### config.mk
export PLATFORM = sky130hd
export DESIGN_NAME = ph_average_calibrate_hysteresis_top_flat
export DESIGN_NICKNAME = d
export VERILOG_FILES = /design/src/rtl/phcal_pkg.sv /design/src/rtl/phcal_if.sv /design/src/rtl/phcal_regs.sv /design/src/rtl/phcal_accum.sv /design/src/rtl/phcal_div.sv /design/src/rtl/phcal_conv.sv /design/src/rtl/ph_average_calibrate_hysteresis_top.sv /design/src/flat_wrapper.sv
export SDC_FILE = /design/constraint.sdc
export NUM_CORES = 1
export LEC_CHECK = 0
export ABC_AREA = 1
export BUFFER_PORTS_ARGS = -buffer_cell sky130_fd_sc_hd__buf_2
export CAP_MARGIN = 20
export CORE_UTILIZATION = 45
export DETAILED_ROUTE_END_ITERATION = 10
export HOLD_SLACK_MARGIN = 0.06
export PLACE_DENSITY = 0.69
export SLEW_MARGIN = 10
export SYNTH_ARGS = -nofsm -noshare
export SYNTH_HDL_FRONTEND = slang
export SYNTH_HIERARCHICAL = 1
export SYNTH_SLANG_ARGS = --single-unit
### constraint.sdc
create_clock -name clk -period 6.5 [get_ports clk]
set_input_delay 0.975 -clock clk [delete_from_list [all_inputs] [get_ports clk]]
set_output_delay 0.975 -clock clk [all_outputs]
set_load 0.005 [all_outputs]
### src/rtl/phcal_pkg.sv
// ----------------------------------------------------------------------------
// phcal_pkg
// Shared constants, widths and types for the pH calibration block.
// ----------------------------------------------------------------------------
package phcal_pkg;

  localparam int SAMPLES_PER_READING = 10;
  localparam int ADC_BITS            = 10;

  localparam int CAL_W = 10;
  localparam int LIM_W = 11;
  localparam int PH_W  = 11;

  localparam int PH_MID  = 700;
  localparam int PH_SPAN = 300;
  localparam int PH_MAX  = 1400;

  localparam int SUM_MAX = (2**ADC_BITS - 1) * SAMPLES_PER_READING;
  localparam int SUM_W   = $clog2(SUM_MAX + 1);
  localparam int IDX_W   = (SAMPLES_PER_READING > 1) ? $clog2(SAMPLES_PER_READING) : 1;
  localparam int REF_MAX = (2**CAL_W - 1) * SAMPLES_PER_READING;
  localparam int REF_W   = $clog2(REF_MAX + 1);
  localparam int DIFF_W  = (SUM_W > REF_W) ? SUM_W : REF_W;
  localparam int NUM_MAX = (2**DIFF_W - 1) * PH_SPAN;
  localparam int DVD_W   = $clog2(2 * NUM_MAX + REF_MAX + 1);
  localparam int DSR_W   = REF_W + 1;
  localparam int CNT_W   = $clog2(DVD_W + 1);

  localparam int NUM_REGS  = 5;
  localparam int ADDR_W    = $clog2(NUM_REGS * 4);
  localparam int REG_IDX_W = ADDR_W - 2;
  localparam int DATA_W    = 32;

  localparam logic [REG_IDX_W-1:0] REG_CAL4   = REG_IDX_W'(0);
  localparam logic [REG_IDX_W-1:0] REG_CAL7   = REG_IDX_W'(1);
  localparam logic [REG_IDX_W-1:0] REG_CAL10  = REG_IDX_W'(2);
  localparam logic [REG_IDX_W-1:0] REG_HI_LIM = REG_IDX_W'(3);
  localparam logic [REG_IDX_W-1:0] REG_LO_LIM = REG_IDX_W'(4);

  typedef struct packed {
    logic [CAL_W-1:0] cal4;
    logic [CAL_W-1:0] cal7;
    logic [CAL_W-1:0] cal10;
    logic [LIM_W-1:0] hi_lim;
    logic [LIM_W-1:0] lo_lim;
  } phcal_cfg_t;

  typedef struct packed {
    logic             start;
    logic [SUM_W-1:0] sum;
  } grp_t;

  typedef struct packed {
    logic             start;
    logic [DVD_W-1:0] dividend;
    logic [DSR_W-1:0] divisor;
  } div_req_t;

  typedef struct packed {
    logic             done;
    logic [DVD_W-1:0] quotient;
  } div_rsp_t;

endpackage

### src/rtl/phcal_if.sv
// ----------------------------------------------------------------------------
// phcal_if
// Valid/ready stream interfaces for ADC samples and pH results.
// ----------------------------------------------------------------------------
interface phcal_in_if import phcal_pkg::*; ();
  logic                valid;
  logic                ready;
  logic [ADC_BITS-1:0] adc_sample;

  modport source (output valid, output adc_sample, input ready);
  modport sink   (input valid, input adc_sample, output ready);
endinterface

interface phcal_out_if import phcal_pkg::*; ();
  logic            valid;
  logic            ready;
  logic [PH_W-1:0] ph_hundredths;
  logic            ionizer_on;

  modport source (output valid, output ph_hundredths, output ionizer_on, input ready);
  modport sink   (input valid, input ph_hundredths, input ionizer_on, output ready);
endinterface

### src/rtl/phcal_regs.sv
// ----------------------------------------------------------------------------
// phcal_regs
// APB-style register file for calibration points and relay limits.
// ----------------------------------------------------------------------------
module phcal_regs import phcal_pkg::*; (
  input  logic              clk,
  input  logic              rst_n,
  input  logic              psel,
  input  logic              penable,
  input  logic              pwrite,
  input  logic [ADDR_W-1:0] paddr,
  input  logic [DATA_W-1:0] pwdata,
  output logic [DATA_W-1:0] prdata,
  output logic              pready,
  output phcal_cfg_t        cfg
);

  phcal_cfg_t             cfg_r;
  phcal_cfg_t             cfg_nxt;
  logic                   wr_en;
  logic [REG_IDX_W-1:0]   idx;

  assign pready = 1'b1;
  assign wr_en  = psel && penable && pwrite && pready;
  assign idx    = paddr[ADDR_W-1:2];
  assign cfg    = cfg_r;

  always_comb begin
    cfg_nxt = cfg_r;
    if (wr_en) begin
      unique case (idx)
        REG_CAL4:   cfg_nxt.cal4   = pwdata[CAL_W-1:0];
        REG_CAL7:   cfg_nxt.cal7   = pwdata[CAL_W-1:0];
        REG_CAL10:  cfg_nxt.cal10  = pwdata[CAL_W-1:0];
        REG_HI_LIM: cfg_nxt.hi_lim = pwdata[LIM_W-1:0];
        REG_LO_LIM: cfg_nxt.lo_lim = pwdata[LIM_W-1:0];
        default:    cfg_nxt = cfg_r;
      endcase
    end
  end

  always_comb begin
    unique case (idx)
      REG_CAL4:   prdata = DATA_W'(cfg_r.cal4);
      REG_CAL7:   prdata = DATA_W'(cfg_r.cal7);
      REG_CAL10:  prdata = DATA_W'(cfg_r.cal10);
      REG_HI_LIM: prdata = DATA_W'(cfg_r.hi_lim);
      REG_LO_LIM: prdata = DATA_W'(cfg_r.lo_lim);
      default:    prdata = '0;
    endcase
  end

  always_ff @(posedge clk) begin
    if (!rst_n) begin
      cfg_r.cal4   <= CAL_W'(358);
      cfg_r.cal7   <= CAL_W'(522);
      cfg_r.cal10  <= CAL_W'(666);
      cfg_r.hi_lim <= LIM_W'(760);
      cfg_r.lo_lim <= LIM_W'(720);
    end else begin
      cfg_r <= cfg_nxt;
    end
  end

endmodule

### src/rtl/phcal_accum.sv
// ----------------------------------------------------------------------------
// phcal_accum
// Group accumulator: sums samples and flags the last one of each group.
// ----------------------------------------------------------------------------
module phcal_accum import phcal_pkg::*; (
  input  logic                clk,
  input  logic                rst_n,
  input  logic                take,
  input  logic [ADC_BITS-1:0] sample,
  output grp_t                grp
);

  logic [SUM_W-1:0] sum_r;
  logic [SUM_W-1:0] sum_nxt;
  logic [IDX_W-1:0] idx_r;
  logic [IDX_W-1:0] idx_nxt;
  logic [SUM_W-1:0] total;
  logic             last;

  assign total     = sum_r + SUM_W'(sample);
  assign last      = (idx_r == IDX_W'(SAMPLES_PER_READING - 1));
  assign grp.start = take && last;
  assign grp.sum   = total;

  always_comb begin
    sum_nxt = sum_r;
    idx_nxt = idx_r;
    if (take) begin
      if (last) begin
        sum_nxt = '0;
        idx_nxt = '0;
      end else begin
        sum_nxt = total;
        idx_nxt = idx_r + IDX_W'(1);
      end
    end
  end

  always_ff @(posedge clk) begin
    if (!rst_n) begin
      sum_r <= '0;
      idx_r <= '0;
    end else begin
      sum_r <= sum_nxt;
      idx_r <= idx_nxt;
    end
  end

endmodule

### src/rtl/phcal_div.sv
// ----------------------------------------------------------------------------
// phcal_div
// Restoring divider, one quotient bit per cycle, MSB first.
// ----------------------------------------------------------------------------
module phcal_div import phcal_pkg::*; (
  input  logic     clk,
  input  logic     rst_n,
  input  div_req_t req,
  output div_rsp_t rsp
);

  logic             busy_r,  busy_nxt;
  logic             done_r,  done_nxt;
  logic [CNT_W-1:0] cnt_r,   cnt_nxt;
  logic [DVD_W-1:0] dq_r,    dq_nxt;
  logic [DSR_W-1:0] rem_r,   rem_nxt;
  logic [DSR_W-1:0] dsr_r,   dsr_nxt;
  logic [DSR_W:0]   trial;
  logic [DSR_W:0]   diff;
  logic             ge;

  // shift the next dividend bit into the partial remainder
  assign trial = {rem_r, dq_r[DVD_W-1]};
  assign ge    = (trial >= {1'b0, dsr_r});
  assign diff  = trial - {1'b0, dsr_r};

  assign rsp.done     = done_r;
  assign rsp.quotient = dq_r;

  always_comb begin
    busy_nxt = busy_r;
    done_nxt = 1'b0;
    cnt_nxt  = cnt_r;
    dq_nxt   = dq_r;
    rem_nxt  = rem_r;
    dsr_nxt  = dsr_r;
    if (req.start) begin
      busy_nxt = 1'b1;
      cnt_nxt  = CNT_W'(DVD_W);
      dq_nxt   = req.dividend;
      rem_nxt  = '0;
      dsr_nxt  = req.divisor;
    end else if (busy_r) begin
      dq_nxt  = {dq_r[DVD_W-2:0], ge};
      rem_nxt = ge ? diff[DSR_W-1:0] : trial[DSR_W-1:0];
      cnt_nxt = cnt_r - CNT_W'(1);
      if (cnt_r == CNT_W'(1)) begin
        busy_nxt = 1'b0;
        done_nxt = 1'b1;
      end
    end
  end

  always_ff @(posedge clk) begin
    if (!rst_n) begin
      busy_r <= 1'b0;
      done_r <= 1'b0;
      cnt_r  <= '0;
    end else begin
      busy_r <= busy_nxt;
      done_r <= done_nxt;
      cnt_r  <= cnt_nxt;
    end
  end

  always_ff @(posedge clk) begin
    dq_r  <= dq_nxt;
    rem_r <= rem_nxt;
    dsr_r <= dsr_nxt;
  end

endmodule

### src/rtl/phcal_conv.sv
// ----------------------------------------------------------------------------
// phcal_conv
// Group sum to pH sequencer: operand setup, divide, clamp, relay, output.
// ----------------------------------------------------------------------------
module phcal_conv import phcal_pkg::*; (
  input  logic       clk,
  input  logic       rst_n,
  input  phcal_cfg_t cfg,
  input  grp_t       grp,
  output logic       busy,
  output div_req_t   div_req,
  input  div_rsp_t   div_rsp,
  phcal_out_if.source out_ch
);

  typedef enum logic [6:0] {
    S_IDLE   = 7'b0000001,
    S_REF    = 7'b0000010,
    S_SIDE   = 7'b0000100,
    S_NUM    = 7'b0001000,
    S_LAUNCH = 7'b0010000,
    S_DIV    = 7'b0100000,
    S_DONE   = 7'b1000000
  } conv_state_t;

  conv_state_t      state_r, state_nxt;
  logic [SUM_W-1:0] sum_r;
  logic [REF_W-1:0] ref_r;
  logic [CAL_W-1:0] ad_lo_r, ad_hi_r;
  logic             neg_lo_r, neg_hi_r;
  logic             lower_r;
  logic [DIFF_W-1:0] diff_r;
  logic [REF_W-1:0] den_r;
  logic             den_neg_r;
  logic [DVD_W-1:0] dvd_r;
  logic [DSR_W-1:0] dsr_r;
  logic             den_zero_r;
  logic             out_valid_r;
  logic [PH_W-1:0]  ph_r;
  logic             relay_r;

  logic [DIFF_W-1:0] s_ext, ref_ext;
  logic              minus;
  logic              q_over;
  logic [PH_W-1:0]   ph_val;
  logic              relay_val;
  logic              slot_free;

  assign busy      = (state_r != S_IDLE);
  assign slot_free = !out_valid_r || out_ch.ready;
  assign s_ext     = DIFF_W'(sum_r);
  assign ref_ext   = DIFF_W'(ref_r);

  assign div_req.start    = (state_r == S_LAUNCH);
  assign div_req.dividend = dvd_r;
  assign div_req.divisor  = dsr_r;

  // sign of the step away from pH 7 flips with a reversed calibration
  assign minus  = lower_r ^ den_neg_r;
  assign q_over = (div_rsp.quotient > DVD_W'(PH_MID));

  always_comb begin
    if (den_zero_r) begin
      if (lower_r) begin
        ph_val = (diff_r == '0) ? PH_W'(PH_MID) : '0;
      end else begin
        ph_val = PH_W'(PH_MAX);
      end
    end else if (minus) begin
      ph_val = q_over ? '0 : PH_W'(PH_MID) - PH_W'(div_rsp.quotient);
    end else begin
      ph_val = q_over ? PH_W'(PH_MAX) : PH_W'(PH_MID) + PH_W'(div_rsp.quotient);
    end
  end

  always_comb begin
    priority if (ph_val > cfg.hi_lim) begin
      relay_val = 1'b0;
    end else if (ph_val < cfg.lo_lim) begin
      relay_val = 1'b1;
    end else begin
      relay_val = relay_r;
    end
  end

  always_comb begin
    state_nxt = state_r;
    unique case (state_r)
      S_IDLE:   if (grp.start) state_nxt = S_REF;
      S_REF:    state_nxt = S_SIDE;
      S_SIDE:   state_nxt = S_NUM;
      // skip the divider when the slope on this side is flat
      S_NUM:    state_nxt = (den_r == '0) ? S_DONE : S_LAUNCH;
      S_LAUNCH: state_nxt = S_DIV;
      S_DIV:    if (div_rsp.done) state_nxt = S_DONE;
      S_DONE:   if (slot_free) state_nxt = S_IDLE;
      default:  state_nxt = S_IDLE;
    endcase
  end

  always_ff @(posedge clk) begin
    if (!rst_n) begin
      state_r     <= S_IDLE;
      out_valid_r <= 1'b0;
      relay_r     <= 1'b0;
    end else begin
      state_r <= state_nxt;
      if (state_r == S_DONE && slot_free) begin
        out_valid_r <= 1'b1;
        relay_r     <= relay_val;
      end else if (out_ch.ready) begin
        out_valid_r <= 1'b0;
      end
    end
  end

  always_ff @(posedge clk) begin
    if (state_r == S_IDLE && grp.start) begin
      sum_r <= grp.sum;
    end
    if (state_r == S_REF) begin
      ref_r    <= REF_W'(cfg.cal7) * REF_W'(SAMPLES_PER_READING);
      neg_lo_r <= (cfg.cal7 < cfg.cal4);
      ad_lo_r  <= (cfg.cal7 < cfg.cal4) ? cfg.cal4 - cfg.cal7 : cfg.cal7 - cfg.cal4;
      neg_hi_r <= (cfg.cal10 < cfg.cal7);
      ad_hi_r  <= (cfg.cal10 < cfg.cal7) ? cfg.cal7 - cfg.cal10 : cfg.cal10 - cfg.cal7;
    end
    if (state_r == S_SIDE) begin
      lower_r   <= (s_ext <= ref_ext);
      diff_r    <= (s_ext <= ref_ext) ? ref_ext - s_ext : s_ext - ref_ext;
      den_r     <= REF_W'((s_ext <= ref_ext) ? ad_lo_r : ad_hi_r)
                   * REF_W'(SAMPLES_PER_READING);
      den_neg_r <= (s_ext <= ref_ext) ? neg_lo_r : neg_hi_r;
    end
    if (state_r == S_NUM) begin
      // round to nearest: (2*num + den) / (2*den)
      dvd_r      <= DVD_W'(diff_r) * DVD_W'(2 * PH_SPAN) + DVD_W'(den_r);
      dsr_r      <= {den_r, 1'b0};
      den_zero_r <= (den_r == '0);
    end
    if (state_r == S_DONE && slot_free) begin
      ph_r <= ph_val;
    end
  end

  assign out_ch.valid         = out_valid_r;
  assign out_ch.ph_hundredths = ph_r;
  assign out_ch.ionizer_on    = relay_r;

endmodule

### src/rtl/ph_average_calibrate_hysteresis_top.sv
// ----------------------------------------------------------------------------
// ph_average_calibrate_hysteresis_top
// Averages ADC samples per group, converts to pH via three-point
// calibration and drives a hysteresis relay flag.
// ----------------------------------------------------------------------------
//
//  Channel  Direction  Transfer unit                    Handshake
//  -------  ---------  -------------------------------  -------------------
//  in_ch    sink       adc_sample                       valid && ready
//  out_ch   source     ph_hundredths, ionizer_on        valid && ready
//  cfg      APB write  cal points, relay limits         psel&penable&pwrite
//
//  Samples that do not close a group are taken one per cycle while no
//  conversion runs. The transfer that closes a group starts a conversion
//  that holds in_ch ready low through operand setup, the serial divider
//  (one quotient bit per cycle) and the output step. A flat slope on
//  the selected side skips the divider. A result waiting in the output
//  register does not hold off new samples; only a finished conversion
//  stalls until the output register frees up. Reset is synchronous,
//  active low: sums, counters and relay clear, the calibration
//  registers load their defaults.
//
module ph_average_calibrate_hysteresis_top import phcal_pkg::*; (
  input  logic              clk,
  input  logic              rst_n,
  phcal_in_if.sink          in_ch,
  phcal_out_if.source       out_ch,
  input  logic              psel,
  input  logic              penable,
  input  logic              pwrite,
  input  logic [ADDR_W-1:0] paddr,
  input  logic [DATA_W-1:0] pwdata,
  output logic [DATA_W-1:0] prdata,
  output logic              pready
);

  phcal_cfg_t cfg;
  grp_t       grp;
  div_req_t   div_req;
  div_rsp_t   div_rsp;
  logic       conv_busy;
  logic       take;

  // hold off samples only while a group is being converted
  assign in_ch.ready = !conv_busy;
  assign take        = in_ch.valid && in_ch.ready;

  phcal_regs u_regs (
    .clk     (clk),
    .rst_n   (rst_n),
    .psel    (psel),
    .penable (penable),
    .pwrite  (pwrite),
    .paddr   (paddr),
    .pwdata  (pwdata),
    .prdata  (prdata),
    .pready  (pready),
    .cfg     (cfg)
  );

  // advance the group sum on every sample transfer
  phcal_accum u_accum (
    .clk    (clk),
    .rst_n  (rst_n),
    .take   (take),
    .sample (in_ch.adc_sample),
    .grp    (grp)
  );

  phcal_div u_div (
    .clk   (clk),
    .rst_n (rst_n),
    .req   (div_req),
    .rsp   (div_rsp)
  );

  phcal_conv u_conv (
    .clk     (clk),
    .rst_n   (rst_n),
    .cfg     (cfg),
    .grp     (grp),
    .busy    (conv_busy),
    .div_req (div_req),
    .div_rsp (div_rsp),
    .out_ch  (out_ch)
  );

endmodule

### src/flat_wrapper.sv
// flat-port wrapper written by rule: the top's interface ports become plain ports
module ph_average_calibrate_hysteresis_top_flat import phcal_pkg::*;
  (clk, rst_n, psel, penable, pwrite, paddr, pwdata, prdata, pready, in_ch_valid, in_ch_adc_sample, in_ch_ready, out_ch_valid, out_ch_ph_hundredths, out_ch_ionizer_on, out_ch_ready);
  phcal_in_if in_ch_i ();
  phcal_out_if out_ch_i ();
  input  logic clk;
  input  logic rst_n;
  input  logic psel;
  input  logic penable;
  input  logic pwrite;
  input  logic [ADDR_W-1:0] paddr;
  input  logic [DATA_W-1:0] pwdata;
  output logic [DATA_W-1:0] prdata;
  output logic pready;
  input wire logic [$bits(in_ch_i.valid)-1:0] in_ch_valid;
  input wire logic [$bits(in_ch_i.adc_sample)-1:0] in_ch_adc_sample;
  output wire logic [$bits(in_ch_i.ready)-1:0] in_ch_ready;
  output wire logic [$bits(out_ch_i.valid)-1:0] out_ch_valid;
  output wire logic [$bits(out_ch_i.ph_hundredths)-1:0] out_ch_ph_hundredths;
  output wire logic [$bits(out_ch_i.ionizer_on)-1:0] out_ch_ionizer_on;
  input wire logic [$bits(out_ch_i.ready)-1:0] out_ch_ready;
  assign in_ch_i.valid = in_ch_valid;
  assign in_ch_i.adc_sample = in_ch_adc_sample;
  assign in_ch_ready = in_ch_i.ready;
  assign out_ch_valid = out_ch_i.valid;
  assign out_ch_ph_hundredths = out_ch_i.ph_hundredths;
  assign out_ch_ionizer_on = out_ch_i.ionizer_on;
  assign out_ch_i.ready = out_ch_ready;
  ph_average_calibrate_hysteresis_top u_core (.clk(clk), .rst_n(rst_n), .in_ch(in_ch_i), .out_ch(out_ch_i), .psel(psel), .penable(penable), .pwrite(pwrite), .paddr(paddr), .pwdata(pwdata), .prdata(prdata), .pready(pready));
endmodule
==> reports/results.env, run 1 <==
MIN_PERIOD_OVER_PERIOD_PCT=76.2
CRITICAL_PATH_ARRIVAL_PS=5270
SYNTH-EDFF-COUNT=163
DESIGN.CORE.AREA_MM2=0.0444
SYNTH.AVG_CELL_AREA_UM2=7.62
SYN_TO_FINAL_GROWTH_PCT=8.09
POSTCTSSETUPREPAIRBUFS=0
TIMING.REG2REG.SETUP_SLACK_PS=1550
MOSTFREQUENTLAYOUTCELL='nand2_1'
SEQ_POWER_SHARE_PCT=47.3
HIGHEST_CLOCK_RATE_GHz=0.202
WIRELENGTH_UM=46300
ASYNCSETRESETFLOPFRACSYNTH_PCT=0
FINAL-HOLD-VIOLATION-COUNT=0
POSTSYNTHCELLCOUNT=2671
GP_CONGESTION=0.908
POSTSYNTHREGISTERBITS=264
TRITONCTS='built'
ROUTED-VIA-COUNT=16500
YOSYS_WARNING_TOTAL=6
FIRST_PASS_ITERATION_COUNT_OF_THE_DETAILED_ROUTER=5
NUMBER_OF_DISTINCT_STANDARD_CELLS_REFERENCED_BY_THE_SYNTHESIZED_NETLIST=62
SWITCHING_SHARE_PCT=24.8
POSTCTSHOLDBUFS=0
CLKLATENCYLATEPIN_PS=580
CTS.HTREE.LEVELS=1
CRITPATHKIND='reg -> reg'
GRT_OVERFLOW=0
TRITONCTS_NUM_SINKS=264
COMBPWRFRAC_PCT=8.6
CP.REQUIRED_PS=6820
FINCLKSKEW_PS=35.8
PIN_COUNT_OF_THE_BIGGEST_NET_ENTERING_GLOBAL_ROUTING=44
SLEW_VIOL_FINAL=0
CLKPWRFRAC_PCT=44.1
SYNTHESIS.AREA_MM2=0.0203
CAP_VIOL_MAX_COUNT=0
CRIT_FANOUT=5
HOLD_PATH_DEPTH=0
MOST_FREQUENT_CELLS_IN_THE_LAYOUT='nand2_1, inv_1, ha_1, nor2_1, nand3_1'
INTERNAL_POWER_uW=2880
POSTROUTEANTENNANETS=0
SHARE_OF_LAYOUT_CELLS_ABOVE_DRIVE_STRENGTH_1_PCT=8.25
CRIT_PATH_START='u_core/u_conv/diff_r[5]$_DFFE_PN_'
P_PER_AREA_mW_PER_MM2=174
START_UTIL_PCT=45.8
R2R.WORST_PATH.CELLS=26
VIASPERCELL=4.98
DR.FIRST_ITER.DRC_COUNT=987
ANTENNA_FOUND_INITIAL=0
GRT_FIRST_PASS_WIRELENGTH_UM=76600
PIN_COUNT=101
POST-DP-HPWL_UM=35900
CP-ENDPOINT='u_core/u_conv/dvd_r[23]$_DFFE_PP_'
END_KIND='flop'
IR_WORST_VDD_V=0.000192
MIN_PATH_TYPE='reg -> reg'
FINALINSTANCEAREA_MM2=0.0220
PORTBUFFERS=55
REG2REG_TO='u_core/u_conv/dvd_r[23]$_DFFE_PP_'
SYNTH-MAIN-FF-CELL='edfxtp_1'
ROWS=77
TRANSITION_AT_THE_PIN_WITH_THE_SMALLEST_MAX_TRANSITION_SLACK_PS=972
FLOORPLAN.DIE_AREA_MM2=0.0461
WL_PER_CELL_UM=13.9
RSZ0062_AT_GRT='no'
CTS_MAX_PATH_BUFFERS=3
FIRST_GLOBAL_VIAS=15600
RUN_STATUS='finished, final reports clean'
R2R-START='u_core/u_conv/diff_r[5]$_DFFE_PN_'
PLACED_AREA_MM2=0.0210
NUM_ANTENNA_CELLS=0
SETUP_VIOL=0
SETUP-TNS-FINAL_PS=0
MIN-DELAY-START='u_core/u_conv/dsr_r[12]$_DFFE_PP_'
CLOCK-ROOT-BUFFER='clkbuf_16'
SYNTH_SEQ_AREA_SHARE_PCT=34.0
GROUTE.USAGE.OVERALL_PCT=20.0
NORMALIZED_MAX_SLEW_MARGIN_PCT=35.0
CTS_RESIZED=0
SETUP.WORST_PATH.START_CLASS='flop'
HOLD-WORST-SLACK_PS=421
DIE-HEIGHT_UM=215
FINALCRITICALPERIOD_PS=4950
DESIGN.FINAL.NETS=3002
CTS_BUFFERS=30
DRC=0
NETSWITCHINGPOWER_uW=947
DIE_W_UM=215
CLOCK_INPUT_TRANSITION_AT_THE_SEQUENTIAL_CELLS_OF_THE_WORST_SETUP_AND_HOLD_PATHS_PS=70
P_LEAK_uW=0.0111
==> metrics by stage <==
stage | utilization (%) | power (uW) | instances | setup WS, ps
global route | 49.5 | 3970 | 3320 | 1220
CTS | 49.5 | 3860 | 3318 | 1530
finish | 49.5 | 3820 | 3320 | 1550
global placement | 47.2 | 2160 | 3261 | 1600
floorplan | - | 2090 | 2693 | 1980
detailed placement | 47.2 | 2170 | 3262 | 1560
==> cell type report <==
class	instances	area (um^2)
tap	592	741
multi-input combinational	1898	11300
inverter	445	1680
clock buffer	40	862
timing repair buffer	65	362
fill	4334	22400
sequential	264	6920
clock inverter	16	130
==> power groups by stage <==
stage / Combinational, uW / Sequential [uW] / Clock (uW)
2_1_floorplan: 255 / 1840 / 0
3_3_place_gp: 322 / 1840 / 0
3_5_place_dp: 327 / 1840 / 0
4_1_cts: 329 / 1810 / 1730
5_1_grt: 370 / 1810 / 1790
6_report: 330 / 1810 / 1690
==> worst max-delay path, stage by stage, from the launching register on <==
cell	delay, ps
edfxtp_1	470
ha_1	330
ha_1	300
fa_1	540
inv_1	50
fa_1	500
inv_1	40
ha_1	360
nand2_2	140
inv_1	50
nand2_1	60
nand2_1	60
inv_1	50
nand2_1	80
xor2_1	160
ha_1	360
nand2_1	90
nor2_1	140
nand3_1	90
nand3_1	140
a21oi_1	140
nor2_4	120
nand2_2	90
nor2_4	140
nand3_1	90
nand2_1	80
inv_1	30
==> metal layers <==
metal	up-vias	GRT usage [%]	wire length (um)
li1	8529	-	-
met1	7602	26.1	21100
met2	352	34.9	22100
met3	66	2.34	1830
met4	0	5.60	1220
met5	-	0	0
==> sequential cells by signal, summed over array words and instances, names as in the netlist, 4 cells and up <==
name                                flops
u_core/u_conv/ref_ext                  13
u_core/u_conv/ad_hi_r                  10
u_core/u_accum/sum_r                   14
u_core/u_conv/dvd_r                    21
u_core/u_div/dsr_r                     15
u_core/u_accum/idx_r                    4
u_core/u_conv/den_r                    13
u_core/u_div/rem_r                     15
u_core/u_conv/state_r                   7
u_core/u_conv/diff_r                   14
u_core/u_conv/out_ch.ph_hundredths     11
u_core/u_regs/cfg                      52
u_core/u_conv/ad_lo_r                  10
u_core/u_conv/s_ext                    14
u_core/u_div/dq_r                      24
u_core/u_conv/dsr_r                    13
u_core/u_div/cnt_r                      5
==> kinds of logic after synthesis <==
family | count (synthesis) | share of synthesized area [%]
AOI/OAI and AO/OA | 236 | 6.75
xor gates and xnor gates | 105 | 4.67
adders and majority gates | 244 | 16.1
buffers and inverters | 531 | 10.9
DFF | 264 | 34.0
other | 3 | 0.0553
and+or+nand+nor | 1288 | 27.5
==> cell usage after synthesis, types with 14 or more instances <==
| master | count | share of area [%] |
|---|---|---|
| fa_1 | 30 | 3.0 |
| xor2_1 | 75 | 3.2 |
| a21oi_1 | 112 | 2.8 |
| o21ai_0 | 57 | 1.4 |
| nand2_1 | 765 | 14 |
| ha_1 | 214 | 13 |
| buf_4 | 36 | 1.3 |
| inv_1 | 434 | 8.0 |
| xnor2_1 | 26 | 1.1 |
| buf_2 | 20 | 0.49 |
| edfxtp_1 | 163 | 24 |
| nand2_2 | 26 | 0.80 |
| dfxtp_1 | 101 | 9.9 |
| clkbuf_1 | 17 | 0.31 |
| nor3_1 | 14 | 0.34 |
| nor2_1 | 200 | 3.7 |
| nand4_1 | 21 | 0.65 |
| nand3_1 | 189 | 4.6 |
==> how the worst min path moves through the flow <==
stage,end
global placement,u_core/u_div/dsr_r[7]$_DFFE_PP_
global route,u_core/u_div/dsr_r[14]$_DFFE_PP_
floorplan,u_core/u_div/dsr_r[10]$_DFFE_PP_
detailed placement,u_core/u_div/dsr_r[8]$_DFFE_PP_
CTS,u_core/u_div/dsr_r[8]$_DFFE_PP_
finish,u_core/u_div/dsr_r[12]$_DFFE_PP_
Note: power is estimated with default switching activity, not from simulation.
==> run 2, diff against run 1 <==
- PLACE_DENSITY: 0.69 -> 0.71
- clock period: 6.5 -> 4.32 ns (I/O delays scaled with it)
==> reports/results.env, run 2 (synthesis gave the netlist of run 1 again) <==
DIE-HEIGHT_UM=215  # unchanged
DRC=0  # unchanged
CLOCK-ROOT-BUFFER='clkbuf_16'  # unchanged
TIMING.REG2REG.SETUP_SLACK_PS=-220  # was 1550 ps
FINALCRITICALPERIOD_PS=4540  # was 4950 ps
DESIGN.CORE.AREA_MM2=0.0444  # unchanged
WL_PER_CELL_UM=13.9  # about the same
SHARE_OF_LAYOUT_CELLS_ABOVE_DRIVE_STRENGTH_1_PCT=12.1  # was 8.25%
CRIT_PATH_MAX_INCR_DELAY_PS=530  # was 540 ps
ROWS=77  # unchanged
DESIGN.FINAL.NETS=3056  # was 3002
CLOCK_INPUT_TRANSITION_AT_THE_SEQUENTIAL_CELLS_OF_THE_WORST_SETUP_AND_HOLD_PATHS_PS=60  # was 70 ps
PORTBUFFERS=55  # unchanged
GP_CONGESTION=0.907  # was 0.908
LAYOUT.FILLER_CELLS=4141  # was 4334
WIRELENGTH_UM=46700  # was 46300 um
MOST_FREQUENT_CELLS_IN_THE_LAYOUT='nand2_1, inv_1, ha_1, nor2_1, nand3_1'  # unchanged
RUN_STATUS='finished, violations left'  # was finished, final reports clean
SETUP.WORST_PATH.START_CLASS='flop'  # unchanged
FINAL-HOLD-VIOLATION-COUNT=0  # unchanged
MOSTFREQUENTLAYOUTCELL='nand2_1'  # unchanged
FINCLKSKEW_PS=11.8  # was 35.8 ps
PATH_BUF_INV=5  # unchanged
TRITONCTS_NUM_SINKS=264  # unchanged
P_LEAK_uW=0.0114  # was 0.0111 uW
GRT_FIRST_PASS_WIRELENGTH_UM=77800  # was 76600 um
VIASPERCELL=5.01  # was 4.98
CTS.HTREE.LEVELS=1  # unchanged
START_UTIL_PCT=45.8  # unchanged
POST-PLACE-WS_PS=-340  # was 1560 ps
TRITONCTS='built'  # unchanged
IR_WORST_VDD_V=0.000331  # was 0.000192 V
CTS_BUFFERS=30  # unchanged
CRITICAL_PATH_ARRIVAL_PS=4870  # was 5270 ps
DIE_W_UM=215  # unchanged
CRITPATHKIND='reg -> reg'  # unchanged
P_PER_AREA_mW_PER_MM2=259  # was 174 mW/mm^2
GROUTE.USAGE.OVERALL_PCT=20.1  # was 20.0%
NORMALIZED_MAX_SLEW_MARGIN_PCT=42.7  # was 35.0%
CAP_VIOL_MAX_COUNT=0  # unchanged
LARGEST_REGISTER_FF_COUNT=52  # unchanged
TRANSITION_AT_THE_PIN_WITH_THE_SMALLEST_MAX_TRANSITION_SLACK_PS=857  # was 972 ps
MIN_PERIOD_OVER_PERIOD_PCT=105  # was 76.2%
SETUP_SLACK_PS=-215  # was 1550 ps
PIN_COUNT_OF_THE_BIGGEST_NET_ENTERING_GLOBAL_ROUTING=42  # was 44
ROUTED-VIA-COUNT=16900  # was 16500
SLEW_VIOL_FINAL=0  # unchanged
HIGHEST_CLOCK_RATE_GHz=0.220  # was 0.202 GHz
MIN_PATH_TYPE='in -> reg'  # was reg -> reg
POST-DP-HPWL_UM=36200  # was 35900 um
PIN_COUNT=101  # unchanged
VIOLATIONS='setup timing'
SETUP_VIOL=9  # was 0
CTS_MAX_PATH_BUFFERS=3  # unchanged
CP.REQUIRED_PS=4660  # was 6820 ps
END_KIND='flop'  # unchanged
NUMPLACEDINSTANCES=3301  # was 3262
RSZ0062_AT_GRT='yes'  # was no
FIRST_GLOBAL_VIAS=16600  # was 15600
GRT_OVERFLOW=0  # unchanged
WORST_PATH_DOMINANT_CELL_FAMILY='adder cells'  # unchanged
CRIT_FANOUT=4  # was 5
SYN_TO_FINAL_GROWTH_PCT=12.1  # was 8.09%
CRITICAL_PATH.CELL_CHAIN='buf_6 > ha_4 > ha_4 > inv_2 > fa_2 > fa_1 > inv_2 > ha_4 > nand2_4 > nor2_4 > nand2_2 > nand2_2 > xor2_1 > ha_1 > nand2_1 > nand2_2 > a21oi_2 > nand3_2 > a21oi_2 > nor2_4 > buf_4 > buf_6 > xor2_2'
FLOORPLAN.DIE_AREA_MM2=0.0461  # unchanged
ANTENNA_FOUND_INITIAL=0  # unchanged
POSTROUTEANTENNANETS=0  # unchanged
CLKLATENCYLATEPIN_PS=590  # was 580 ps
NUM_ANTENNA_CELLS=0  # unchanged
FIRST_PASS_ITERATION_COUNT_OF_THE_DETAILED_ROUTER=5  # unchanged
POST_LAYOUT_NONFILLER_INSTANCES=3374  # was 3320
DR.FIRST_ITER.DRC_COUNT=847  # was 987
CRITICAL-PATH-SLOWEST-CELL='fa_1'  # unchanged
[run 2: cell count changes in the layout (fill, tap and decap cells not counted), moves of 6 or more]
cell / previous run / this run
ha_4: 0 / 11
nand2_2: 26 / 37
ha_1: 214 / 203
inv_1: 434 / 425
buf_6: 1 / 9
inv_2: 9 / 17
nand2_1: 765 / 750
buf_4: 8 / 54
nor2_1: 199 / 193
[run 2: repair_timing]
action | 4_1_cts | 5_1_grt
buffers inserted | 13 | 3
gates resized for setup | 33 | 39
hold buffers | 0 | 0
pin swaps | 25 | 36
endpoints found under the setup margin | 10 | 13
[run 2: report_power, final]
part           leakage (uW)  total, uW  switching [uW]  internal (uW)
sequential          0.00228       2720            26.4           2690
combinational       0.00859        499             332            167
clock              0.000528       2690            1080           1610
total                0.0114       5910            1440           4470
[run 2: final timing paths]
kind                                             end                         startpoint  depth (start not counted)
hold reg to reg     u_core/u_div/dsr_r[10]$_DFFE_PP_  u_core/u_conv/dsr_r[10]$_DFFE_PP_                          0
setup reg to reg   u_core/u_conv/dvd_r[15]$_DFFE_PP_  u_core/u_conv/diff_r[5]$_DFFE_PN_                         23
setup / recovery   u_core/u_conv/dvd_r[15]$_DFFE_PP_  u_core/u_conv/diff_r[5]$_DFFE_PN_                         23
hold / removal    u_core/u_regs/cfg[44]$_SDFFE_PN1P_                          pwdata[2]                          3
[run 2: through the flow]
step	utilization, %	instance area (um^2)	hold WS, ps	TNS [ps]	power (uW)
2_1_floorplan	-	20500	400	-228	3150
3_3_place_gp	48.0	21300	403	-1430	3260
3_5_place_dp	48.0	21300	406	-2550	3270
4_1_cts	50.9	22600	273	-947	5960
5_1_grt	51.4	22800	322	-3190	6120
6_report	51.4	22800	294	-1490	5910
[run 2: area by class of cell]
class / count / area (um^2) / share of cell area [%]
clock inverter: 20 / 241 / 1.06
multi-input combinational: 1898 / 11600 / 50.9
clock buffer: 36 / 825 / 3.61
tap: 592 / 741 / 3.25
timing repair buffer: 119 / 797 / 3.49
sequential: 264 / 6920 / 30.3
inverter: 445 / 1680 / 7.35
[run 2: worst register-to-register path, cell delays in order (launching register included)]
cell and delay, ps:
edfxtp_1 460, buf_6 160, ha_4 260, ha_4 110, inv_2 40, fa_2 460, fa_1 530, inv_2 50
ha_4 300, nand2_4 80, nor2_4 130, nand2_2 80, nand2_2 90, xor2_1 180, ha_1 300, nand2_1 120
nand2_2 80, a21oi_2 120, nand3_2 110, a21oi_2 190, nor2_4 70, buf_4 130, buf_6 110, xor2_2 130
[run 2: layer usage]
metal  vias up  part of all wire, %  GRT usage (%)
li1       8627                    -              -
met3        94                  4.1           2.18
met4         0                  3.2           7.60
met2       371                   49           35.7
met1      7800                   44           25.0
met5         -                    0              0
==> run 3, diff against run 2 <==
- ABC_AREA: 1 -> not set
==> reports/results.env, run 3 <==
SYNTH_TOP_AREA_SHARE_PCT=25.8  # was 24.1%
WIRELENGTH_UM=40900  # was 46700 um
WL_PER_CELL_UM=15.7  # was 13.9 um
LARGEST_REGISTER_FF_COUNT=52  # unchanged
SYNTH_MOST_COMMON_CELL='ha_1'  # was nand2_1
VIOLATIONS='setup timing'  # unchanged
CTS_MAX_PATH_BUFFERS=3  # unchanged
POST_LAYOUT_NONFILLER_INSTANCES=2607  # was 3374
CLKLATENCYLATEPIN_PS=560  # was 590 ps
ANTENNA_FOUND_INITIAL=1  # was 0
CAP_VIOL_MAX_COUNT=0  # unchanged
FLOORPLAN.DIE_AREA_MM2=0.0429  # was 0.0461 mm^2
POST-DP-HPWL_UM=31200  # was 36200 um
YOSYS_WARNING_TOTAL=6  # unchanged
POSTROUTEANTENNANETS=0  # unchanged
MIN_PATH_TYPE='in -> reg'  # unchanged
POSTSYNTHCELLCOUNT=1909  # was 2671
GP_CONGESTION=0.860  # was 0.907
GRT_OVERFLOW=0  # unchanged
DIE-HEIGHT_UM=207  # was 215 um
RSZ0062_AT_GRT='yes'  # unchanged
YS_TOP_CELLS_BY_COUNT='ha_1, inv_1, edfxtp_1'  # was nand2_1, inv_1, ha_1
TRANSITION_AT_THE_PIN_WITH_THE_SMALLEST_MAX_TRANSITION_SLACK_PS=1060  # was 857 ps
RUN_STATUS='finished, violations left'  # unchanged
FIRST_GLOBAL_VIAS=13800  # was 16600
SYNTH.AVG_CELL_AREA_UM2=9.93  # was 7.62 um^2
TIMING.REG2REG.SETUP_SLACK_PS=-330  # was -220 ps
TRITONCTS='built'  # unchanged
CLOCK_INPUT_TRANSITION_AT_THE_SEQUENTIAL_CELLS_OF_THE_WORST_SETUP_AND_HOLD_PATHS_PS=60  # about the same
CRIT_FANOUT=4  # unchanged
PIN_COUNT=101  # unchanged
CRITICAL_PATH.CELL_CHAIN='buf_6 > ha_4 > ha_4 > inv_2 > fa_1 > fa_1 > inv_2 > ha_4 > o211ai_1 > a21o_1 > nand2_2 > xor2_1 > ha_1 > and3_1 > a311o_1 > a21oi_2 > nor4_2 > and3_1 > and4b_1 > xnor2_1'  # was buf_6 > ha_4 > ha_4 > inv_2 > fa_2 > fa_1 > inv_2 > ha_4 > nand2_4 > nor2_4 > nand2_2 > nand2_2 > xor2_1 > ha_1 > nand2_1 > nand2_2 > a21oi_2 > nand3_2 > a21oi_2 > nor2_4 > buf_4 > buf_6 > xor2_2
CTS_BUFFERS=29  # was 30
BUSIEST_LAYER='met2'  # unchanged
HIGHEST_CLOCK_RATE_GHz=0.215  # was 0.220 GHz
CRITICAL_PATH_ARRIVAL_PS=4940  # was 4870 ps
WORST_PATH_DOMINANT_CELL_FAMILY='adder cells'  # unchanged
START_UTIL_PCT=46.0  # was 45.8%
DESIGN.CORE.AREA_MM2=0.0412  # was 0.0444 mm^2
SLEW_VIOL_FINAL=0  # unchanged
PLACED_AREA_MM2=0.0204  # was 0.0213 mm^2
SYNTH-EDFF-COUNT=163  # unchanged
GROUTE.USAGE.OVERALL_PCT=18.5  # was 20.1%
CP.REQUIRED_PS=4610  # was 4660 ps
P_LEAK_uW=0.00951  # was 0.0114 uW
FINCLKSKEW_PS=24.8  # was 11.8 ps
PIN_COUNT_OF_THE_BIGGEST_NET_ENTERING_GLOBAL_ROUTING=65  # was 42
GRT_UTIL_MET1_PCT=24.0  # was 25.0%
NUMBER_OF_DISTINCT_STANDARD_CELLS_REFERENCED_BY_THE_SYNTHESIZED_NETLIST=94  # was 62
MOSTFREQUENTLAYOUTCELL='inv_1'  # was nand2_1
CRITICAL-PATH-SLOWEST-CELL='fa_1'  # unchanged
SYNTH-MAIN-FF-CELL='edfxtp_1'  # unchanged
ROWS=74  # was 77
DRC=0  # unchanged
ASYNCSETRESETFLOPFRACSYNTH_PCT=0  # unchanged
SETUP_VIOL=8  # was 9
NUMPLACEDINSTANCES=2533  # was 3301
FINALCRITICALPERIOD_PS=4650  # was 4540 ps
DESIGN.FINAL.NETS=2350  # was 3056
IR_WORST_VDD_V=0.000393  # was 0.000331 V
CTS.HTREE.LEVELS=1  # unchanged
CPMOSTUSEDCELL='ha_4'
P_PER_AREA_mW_PER_MM2=261  # was 259 mW/mm^2
DR.FIRST_ITER.DRC_COUNT=793  # was 847
MOST_FREQUENT_CELLS_IN_THE_LAYOUT='inv_1, ha_1, edfxtp_1, nand2_1, buf_4'  # was nand2_1, inv_1, ha_1, nor2_1, nand3_1
PORTBUFFERS=55  # unchanged
NORMALIZED_MAX_SLEW_MARGIN_PCT=29.3  # was 42.7%
YOSYS-TOP-CELLS-AREA='edfxtp_1, ha_1, dfxtp_1, mux2i_1, inv_1'  # was edfxtp_1, nand2_1, ha_1, dfxtp_1, inv_1
MIN_PERIOD_OVER_PERIOD_PCT=108  # was 105%
SHARE_OF_LAYOUT_CELLS_ABOVE_DRIVE_STRENGTH_1_PCT=16.6  # was 12.1%
END_KIND='flop'  # unchanged
DIE_W_UM=207  # was 215 um
SYNTH_SEQ_AREA_SHARE_PCT=36.5  # was 34.0%
VIASPERCELL=5.43  # was 5.01
GRT_FIRST_PASS_WIRELENGTH_UM=66700  # was 77800 um
SETUP.WORST_PATH.START_CLASS='flop'  # unchanged
NETLIST.TOP_CELL.BY_AREA='edfxtp_1'  # unchanged
CRIT_PATH_MAX_INCR_DELAY_PS=510  # was 530 ps
POSTSYNTHREGISTERBITS=264  # unchanged
TOTALPOWERFINAL_uW=5670  # was 5910 uW
ROUTED-VIA-COUNT=14200  # was 16900
FINAL-HOLD-VIOLATION-COUNT=0  # unchanged
FIRST_PASS_ITERATION_COUNT_OF_THE_DETAILED_ROUTER=7  # was 5
FINALINSTANCEAREA_MM2=0.0218  # was 0.0228 mm^2
SYN_TO_FINAL_GROWTH_PCT=14.8  # was 12.1%
CLOCK-ROOT-BUFFER='clkbuf_16'  # unchanged
TRITONCTS_NUM_SINKS=264  # unchanged
GRTUSAGEMET2_PCT=32.4  # was 35.7%
CRITPATHKIND='reg -> reg'  # unchanged
GRT_UTIL_MET3_PCT=2.06  # was 2.18%
SETUP_SLACK_PS=-330  # was -215 ps
SYNTHESIS.AREA_MM2=0.0190  # was 0.0203 mm^2
PATH_BUF_INV=3  # was 5
-- run 3: cell count changes after synthesis, sizes merged, moves of 18 or more --
cell    before  now
nand2      794  122
inv        444  210
nand3      203   42
nor2       222   86
mux2i        0  100
nor2b        0   51
xor2        79   38
xnor2       26   66
mux2         0   38
a21o         9   43
o21a         1   27
nor3        16   35
nand2b       0   18
-- run 3: cells by family (layout without fill, tap and decap cells) --
kind of cell,Yosys count,after routing,share of synthesized area [%]
AOI/OAI and AO/OA,391,391,13.6
xor gates and xnor gates,104,104,4.81
adders and majority gates,244,244,17.3
buffers and inverters,290,433,6.76
DFF,264,264,36.5
muxes,138,138,7.54
other,3,26,0.0594
and+or+nand+nor,475,475,13.4
-- run 3: per-layer routing --
layer	wire length, um	share of wire, %
met5	0	0
met3	1460	3.6
met1	18500	45
met2	20000	49
met4	998	2.4
-- run 3: cell type report --
cell class              instances  area, um^2
well taps                     532         666
fillers                      3514       19400
clock inverters                13        63.8
multi-input cells            1377       11300
clock buffers                  40         820
diodes                          1        2.50
flip-flops and latches        264        6920
repair buffers                169        1180
inverters                     211         792
-- run 3: metrics by stage --
stage               setup TNS [ps]  hold WS, ps  setup WS (ps)  utilization, %
floorplan                     -284          400           -221               -
global placement             -1050          403           -272            49.4
detailed placement           -1640          405           -323            49.4
CTS                          -1050          342           -326            52.2
global route                 -2810          366           -524            52.8
finish                       -1070          366           -330            52.8
-- run 3: worst min-delay path: stages --
cell and delay [ps]:
buf_2 120, nand2_1 50, mux2i_1 50
-- run 3: repair_timing --
item	CTS	global route
pin swaps	22	27
endpoints found under the setup margin	11	16
hold buffers	0	0
resized for setup	24	32
buffers inserted	16	6
-- run 3: report_power, final --
| part | total (uW) | switching, uW | internal (uW) |
|---|---|---|---|
| clock | 2290 | 972 | 1320 |
| sequential | 2750 | 42.6 | 2710 |
| combinational | 629 | 358 | 271 |
| total | 5670 | 1370 | 4300 |
-- run 3: worst paths after layout --
check,from,to,depth (start not counted)
setup / recovery,u_core/u_conv/diff_r[4]$_DFFE_PN_,u_core/u_conv/dvd_r[23]$_DFFE_PP_,20
hold / removal,pwdata[9],u_core/u_regs/cfg[51]$_SDFFE_PN0P_,3
setup reg to reg,u_core/u_conv/diff_r[4]$_DFFE_PN_,u_core/u_conv/dvd_r[23]$_DFFE_PP_,20
hold reg to reg,u_core/u_conv/dsr_r[5]$_DFFE_PP_,u_core/u_div/dsr_r[5]$_DFFE_PP_,0
